<file path="src/sv/ostmw_pkg.sv">
// types and constants shared by the os timer match watchdog block
package ostmw_pkg;

  localparam int unsigned DataW    = 32;
  localparam int unsigned NumMatch = 4;
  localparam int unsigned IdxW     = 3;
  localparam int unsigned ReqW     = 2;

  // request type bits
  localparam int unsigned ReqWriteBit = 0;
  localparam int unsigned ReqReadBit  = 1;

  // register word indexes
  localparam logic [IdxW-1:0] IdxMatch0  = 3'd0;
  localparam logic [IdxW-1:0] IdxMatch1  = 3'd1;
  localparam logic [IdxW-1:0] IdxMatch2  = 3'd2;
  localparam logic [IdxW-1:0] IdxMatch3  = 3'd3;
  localparam logic [IdxW-1:0] IdxCounter = 3'd4;
  localparam logic [IdxW-1:0] IdxStatus  = 3'd5;
  localparam logic [IdxW-1:0] IdxWdog    = 3'd6;
  localparam logic [IdxW-1:0] IdxIrqEn   = 3'd7;

  typedef struct packed {
    logic [ReqW-1:0]  req_type;
    logic [IdxW-1:0]  word_index;
    logic [DataW-1:0] write_data;
  } req_t;

  typedef struct packed {
    logic [DataW-1:0]    read_data;
    logic [NumMatch-1:0] interrupt_lines;
    logic                watchdog_reset;
  } rsp_t;

endpackage

</file>
<file path="src/sv/ostmw_regs.sv">
// timer state: match registers, counter, status, enables and the per-tick update
module ostmw_regs #(
  parameter int unsigned CounterWidth = 32
) (
  input  logic           clk_i,
  input  logic           rst_ni,
  input  logic           upd_en_i,
  input  ostmw_pkg::req_t req_i,
  output ostmw_pkg::rsp_t rsp_o
);
  import ostmw_pkg::*;

  logic [DataW-1:0]        match_q [NumMatch];
  logic [DataW-1:0]        match_d [NumMatch];
  logic [CounterWidth-1:0] cnt_q, cnt_d;
  logic [NumMatch-1:0]     status_q, status_d;
  logic [NumMatch-1:0]     ien_q, ien_d;
  logic                    wdog_q, wdog_d;

  logic                    wr_en;
  logic                    rd_en;
  logic [NumMatch-1:0]     status_clr;
  logic [NumMatch-1:0]     hit;
  logic [DataW-1:0]        cnt_ext;
  logic [DataW-1:0]        rd_data;

  assign wr_en = req_i.req_type[ReqWriteBit];
  assign rd_en = req_i.req_type[ReqReadBit];

  // write lands first, then the counter advances, then compares see both
  always_comb begin
    for (int k = 0; k < NumMatch; k++) begin
      match_d[k] = match_q[k];
    end
    status_clr = status_q;
    ien_d      = ien_q;
    wdog_d     = wdog_q;
    if (wr_en) begin
      unique case (req_i.word_index) inside
        IdxMatch0, IdxMatch1, IdxMatch2, IdxMatch3: begin
          match_d[req_i.word_index[1:0]] = req_i.write_data;
        end
        IdxStatus: status_clr = status_q & ~req_i.write_data[NumMatch-1:0];
        IdxWdog:   wdog_d     = req_i.write_data[0];
        IdxIrqEn:  ien_d      = req_i.write_data[NumMatch-1:0];
        default: ;
      endcase
    end

    cnt_d   = cnt_q + CounterWidth'(1);
    cnt_ext = DataW'(cnt_d);

    for (int k = 0; k < NumMatch; k++) begin
      hit[k] = (match_d[k] == cnt_ext) && ien_d[k];
    end
    status_d = status_clr | hit;

    rd_data = '0;
    if (rd_en) begin
      unique case (req_i.word_index) inside
        IdxMatch0, IdxMatch1, IdxMatch2, IdxMatch3: begin
          rd_data = match_d[req_i.word_index[1:0]];
        end
        IdxCounter: rd_data = cnt_ext;
        IdxStatus:  rd_data = DataW'(status_d);
        IdxWdog:    rd_data = DataW'(wdog_d);
        default:    rd_data = DataW'(ien_d);
      endcase
    end

    rsp_o.read_data       = rd_data;
    rsp_o.interrupt_lines = status_d & ien_d;
    rsp_o.watchdog_reset  = (match_d[IdxMatch3[1:0]] == cnt_ext) && wdog_d;
  end

  always_ff @(posedge clk_i or negedge rst_ni) begin
    if (!rst_ni) begin
      for (int k = 0; k < NumMatch; k++) begin
        match_q[k] <= '0;
      end
      cnt_q    <= '0;
      status_q <= '0;
      ien_q    <= '0;
      wdog_q   <= 1'b0;
    end else if (upd_en_i) begin
      for (int k = 0; k < NumMatch; k++) begin
        match_q[k] <= match_d[k];
      end
      cnt_q    <= cnt_d;
      status_q <= status_d;
      ien_q    <= ien_d;
      wdog_q   <= wdog_d;
    end
  end

endmodule

</file>
<file path="src/sv/os_timer_match_watchdog.sv">
// top level of the os timer with four match registers and watchdog
// Each accepted input word is one timer tick, optionally carrying a register
// write and/or read. The block takes one word per clock cycle while in_ready_o is high,
// and returns one result word per input word, in the cycle after acceptance, from an output
// register; the state update (write, counter increment, match compares) is a
// single combinational pass into that register, so the counter advances only
// on accepted words. in_ready_o drops only while a held result is not taken.
module os_timer_match_watchdog #(
  parameter int unsigned COUNTER_WIDTH = 32
) (
  input  logic            clk_i,
  input  logic            rst_ni,
  input  logic            in_valid_i,
  output logic            in_ready_o,
  input  ostmw_pkg::req_t in_data_i,
  output logic            out_valid_o,
  input  logic            out_ready_i,
  output ostmw_pkg::rsp_t out_data_o
);
  import ostmw_pkg::*;

  logic accept;
  logic out_valid_q, out_valid_d;
  rsp_t rsp;
  rsp_t out_data_q;

  assign in_ready_o = !out_valid_q || out_ready_i;
  assign accept     = in_valid_i && in_ready_o;

  ostmw_regs #(
    .CounterWidth(COUNTER_WIDTH)
  ) u_regs (
    .clk_i   (clk_i),
    .rst_ni  (rst_ni),
    .upd_en_i(accept),
    .req_i   (in_data_i),
    .rsp_o   (rsp)
  );

  always_comb begin
    out_valid_d = out_valid_q;
    if (accept) begin
      out_valid_d = 1'b1;
    end else if (out_ready_i) begin
      out_valid_d = 1'b0;
    end
  end

  always_ff @(posedge clk_i or negedge rst_ni) begin
    if (!rst_ni) begin
      out_valid_q <= 1'b0;
    end else begin
      out_valid_q <= out_valid_d;
    end
  end

  always_ff @(posedge clk_i) begin
    if (accept) begin
      out_data_q <= rsp;
    end
  end

  assign out_valid_o = out_valid_q;
  assign out_data_o  = out_data_q;

endmodule

</file>
<file path="config.mk">
export PLATFORM = sky130hd
export DESIGN_NAME = os_timer_match_watchdog
export DESIGN_NICKNAME = d
export VERILOG_FILES = /design/src/sv/ostmw_pkg.sv /design/src/sv/ostmw_regs.sv /design/src/sv/os_timer_match_watchdog.sv
export SDC_FILE = /design/constraint.sdc
export NUM_CORES = 1
export LEC_CHECK = 0
export BUFFER_PORTS_ARGS = -buffer_cell sky130_fd_sc_hd__buf_2
export CAP_MARGIN = 20
export CELL_PAD_IN_SITES_DETAIL_PLACEMENT = 1
export CELL_PAD_IN_SITES_GLOBAL_PLACEMENT = 2
export CORE_MARGIN = 1.5
export CORE_UTILIZATION = 37
export CTS_CLUSTER_SIZE = 14
export DETAILED_ROUTE_END_ITERATION = 8
export PLACE_DENSITY_LB_ADDON = 0.1
export SETUP_SLACK_MARGIN = 0.5
export SLEW_MARGIN = 20
export SYNTH_ARGS = -nofsm -noshare
export SYNTH_HDL_FRONTEND = slang
export SYNTH_SLANG_ARGS = --single-unit
</file>
<file path="constraint.sdc">
create_clock -name clk_i -period 3.5 [get_ports clk_i]
set_clock_uncertainty 0.2 [all_clocks]
set_input_delay 0.7 -clock clk_i [delete_from_list [all_inputs] [get_ports clk_i]]
set_output_delay 0.7 -clock clk_i [all_outputs]
set_load 0.05 [all_outputs]
</file>
# After elaboration in Yosys (flattened, before gate mapping)
# Index checks and enable logic that the tools add are counted.
# word_totals
ff_bits,207
inputBits,41
word_cells,60
# op_classes
bitwise_logic,5
n_mux,17
add_sub_neg,1
n_lt_le_gt_ge,2
n_reduce_logical,12
eq_ne,11
# ops
op,n
$mux W128,2
$bwmux W128,1
$eq A32 B32 Y1,4
$pmux W32 S4,1
$mux W32,3
$bmux W32 S2,1
$demux W32 S2,1
$add A32 B1 Y32 const B,1
$mux W4,4
$eq A3 B3 Y1 const B,4
$and A4 B4 Y4,2
$logic_and A1 B1 Y1,7
$eq A3 B2 Y1 const B,2
$mux W1,4
$not A4 Y4,1
$or A4 B4 Y4,1
$reduce_or A4 Y1,1
$eq A3 B1 Y1 const B,1
$ge A3 B3 Y1 const B,1
$logic_not A3 Y1,1
$lt A3 B1 Y1 const B,1
$not A2 Y3,1
$reduce_bool A2 Y1,1
$logic_not A1 Y1,1
$logic_or A1 B1 Y1,1

# Depth between registers and ports, before layout
# depth
depth_word,12
mapped_depth,12
ltp_nobuf,9

# Cells and area by module
# From an unflattened synthesis, not the netlist that was laid out.
# unflattened
cells_unflattened,1289
area_unflattened_um2,14104.8
# modules_own_cells
mod,cells_each,instances,seq_area_each_um2,area_each_um2
ostmw_regs,1248,1,4229.1,12939.9
os_timer_match_watchdog,41,1,1136.1,1164.9

# Least setup slack after synthesis
# Ideal clock, no wire load.
# synth_path
path_kind,in2reg
from,in in_data_i[34] (netlist bit)
to,reg out_data_q (netlist bit out_data_o[3]) (data pin)
n_path_buf,3
stages,11
slack_ns,-0.079
arrival_ns,3.232
required_time_ns,3.154
path_cell_list,clkbuf_1 > nor4bb_1 > buf_2 > buf_2 > mux2i_1 > nand4b_1 > a211oi_1 > a2111oi_0 > nand4_1 > or4_1 > a21oi_1
# synth_rtl
item,line_no,rtl
"start, declared",os_timer_match_watchdog.sv:15,"input ostmw_pkg::req_t in_data_i,"
"end signal, assigned",os_timer_match_watchdog.sv:59,out_data_q <= rsp;
"end, declared",os_timer_match_watchdog.sv:25,rsp_t out_data_q;

==> impl_metrics.yaml <==
detailed_routing:
  drt_first_pass_iters: 5
  drcViolationCount: 0
  drt_iter0_markers: 954
  wire_per_inst_um: 27.6
  ant_nets: 0
  wirelength_um: 60400
  routed_via_density: 5.68
  num_vias: 12400
global_routing:
  grt_pass1_vias: 12800
  grt-ovfl-total: 0
  grt_max_degree: 67
  track_usage_pct: 31.8
  grt_first_pass_wirelength_um: 87900
  antenna_found_initial: 1
synth:
  synthTopCellsByArea: "dfrtp_1 (31%), mux2i_1 (10%), edfxtp_1 (8.1%), mux2_2 (7.1%), xnor2_1 (5.4%)"
  synth_cells: 1297
  yosysUniqueCellTypes: 75
  synth_area_per_cell_um2: 10.6
  yosysMostFrequentCell: "dfrtp_1"
  async_reset_ff_share_pct: 82.1
  yosysTopAreaCell: "dfrtp_1"
  synth_edf_count: 37
  yosysWarnings: 0
  synth_commonest_cells: "dfrtp_1 (170), mux2i_1 (139), nand2_1 (132), mux2_2 (86), xnor2_1 (85)"
  syn_area_um2: 13700
  yosysSeqAreaShare_pct: 39.2
  synth-main-ff-cell: "dfrtp_1"
  synth_fp_nets: 1339
  synth-seq-cells: 207
  synth_top_area_share_pct: 31.1
die:
  rows: 70
  num_io_pins: 80
  dieArea_um2: 38200
  die_w_um: 195
  die_y_um: 195
  core_area_um2: 36500
  initial_core_util_pct: 37.5
place:
  place_inst: 2108
  portBuffers: 79
  hpwl_um: 46700
  gp_congestion: 0.933
  pre_cts_slack_ns: -0.785
worst_setup_path:
  reg2reg_depth: 14
  crit_fanout: 5
  cp-start-kind: "flop"
  r2r-start: "u_regs.cnt_q[1]"
  cp.arrival_ns: 3.66
  end_kind: "flop"
  crit_end: "out_data_o[1]"
  cp.required_ns: 3.70
  rrSetupSlack_ns: 0.03
  timing.rr.end: "out_data_o[1]"
  crit_type: "reg2reg"
  crit_start: "u_regs.cnt_q[1]"
min_path:
  hp-class: "in2async"
run_status:
  failed_checks: "hold timing"
  outcome: "complete, but fails checks"
clock_network:
  root_buffer: "clkbuf_16"
  cts_buffers: 25
  cts_tree: "done"
  clock_latency_ns: 0.55
  path_clk_slew_ns: 0.06
  cts_buffer_depth: 3
  htreeDepth: 1
  clock_sinks: 207
power:
  p_leak_uw: 0.00838
  p_clk_share_pct: 26.7
  power_density_nw_per_um2: 544
  swShare_pct: 36.1
  p_comb_share_pct: 42.3
  sequentialPowerShare_pct: 31.0
  switchingPower_uw: 3750
  power.internal_uw: 6660
  ir_worst_vdd_v: 0.000386
layout:
  fin_nets: 1740
  fill_cells: 3996
  regArea_um2: 5370
  drive_above_1_share_pct: 43.7
  instances_no_fill: 2185
  multiInputGateArea_um2: 8670
  areaGrowthSynthToFinish_pct: 39.9
  antenna_cells: 0
sta:
  rsz0062_at_grt: "yes"
  period_needed_ns: 3.47
  hold_violations: 13
  final.setup.worst_slack_ns: 0.0342
  setup-violations-final: 0
  slew_viol_final: 0
  finalCritPeriodShare_pct: 99.0
  slew_headroom_pct: 46.7
  timing.hold.ws_ns: -0.0128
  fmax_ghz: 0.289
  tightest_slew_ns: 0.800
job:
  max_cap_violations: 0
==> cell type report <==
cell class	count	area share, %
inverters	14	0.274
clock buffers	28	3.43
clock inverters	18	1.07
well taps	468	3.06
flip-flops and latches	207	28.0
repair buffers	470	18.8
multi-input cells	980	45.3
==> power by group through the flow <==
| stage | clock network, µW | registers (µW) | logic (µW) |
|---|---|---|---|
| finish | 2780 | 3230 | 4400 |
| global placement | 0 | 3220 | 3930 |
| global route | 2920 | 3270 | 4630 |
| detailed placement | 0 | 3240 | 4000 |
| floorplan | 0 | 3260 | 1920 |
| CTS | 2830 | 3210 | 4220 |
==> sequential cells by signal, summed over array words and instances (netlist names) <==
name and count:
out_data_o 37, out_valid_o 1, u_regs.cnt_q 32, u_regs.ien_q 4, u_regs.match_q 128, u_regs.status_q 4
u_regs.wdog_q 1
==> metrics by stage <==
stage	total power, µW	cell area [µm²]	setup TNS, ns	utilization [%]
global placement	7150	17400	-5.93	47.6
global route	10800	19100	-0.0182	52.4
finish	10400	19100	0	52.4
detailed placement	7240	17400	-6.43	47.6
floorplan	5180	14000	0	-
CTS	10300	18800	0	51.5
==> worst min path at each step <==
stage | slack (ns) | from | endpoint | cells past startpoint
global route | 0.03 | rst_ni | u_regs.cnt_q[25] | 1
floorplan | 0.20 | rst_ni | out_valid_o | 0
CTS | 0.02 | rst_ni | u_regs.cnt_q[18] | 1
detailed placement | 0.27 | u_regs.match_q[10] | u_regs.match_q[10] | 2
global placement | 0.26 | u_regs.match_q[63] | u_regs.match_q[63] | 2
finish | -0.01 | rst_ni | u_regs.cnt_q[26] | 1
==> timing repair <==
action,4_1_cts,5_1_grt
setup endpoints to repair,16,19
cloned,1,0
hold buffers,0,0
resized for setup,88,41
buffers inserted,15,15
pin swaps,42,38
==> critical path, cell delays in order, from the launching register on <==
cell and delay [ns]:
dfrtp_1 0.40, buf_6 0.13, nand4_4 0.12, buf_6 0.16, nor2_2 0.11, buf_4 0.17, nand4_1 0.24, buf_4 0.23
xor3_1 0.25, nor4_4 0.30, buf_4 0.15, nand4b_1 0.20, o31ai_4 0.34, buf_4 0.17, nor2b_1 0.13
==> cell usage in the layout, fill, tap and decap left out, drive strengths merged, types with 17 or more instances in the layout <==
master  netlist  layout
buf          35     470
dfrtp       170     170
mux2i       139     139
nand2       133     133
mux2         86      86
xnor2        85      85
nor2         79      79
o21ai        68      68
xor2         49      49
edfxtp       37      37
nand4        37      37
a21oi        32      32
xnor3        31      31
clkbuf       61      28
nor3         27      27
nand3        22      22
mux4         20      20
nor4         20      20
and2         17      17
==> metal layers <==
| layer | track usage [%] | share of wire [%] |
|---|---|---|
| met1 | 47.4 | 47 |
| met2 | 45.7 | 42 |
| met3 | 7.05 | 7.9 |
| met4 | 8.93 | 2.6 |
| met5 | 0 | 0 |
==> kinds of logic after synthesis <==
family	share of synthesized area, %
AO/OA/AOI/OAI	8.64
XOR/XNOR	14.0
AND/OR/NAND/NOR	14.3
flip-flops	39.2
buffers and inverters	3.27
multiplexers	20.5
adder cells (fa/ha/maj)	0.0914
No activity file was read; power rests on OpenSTA's default activity.
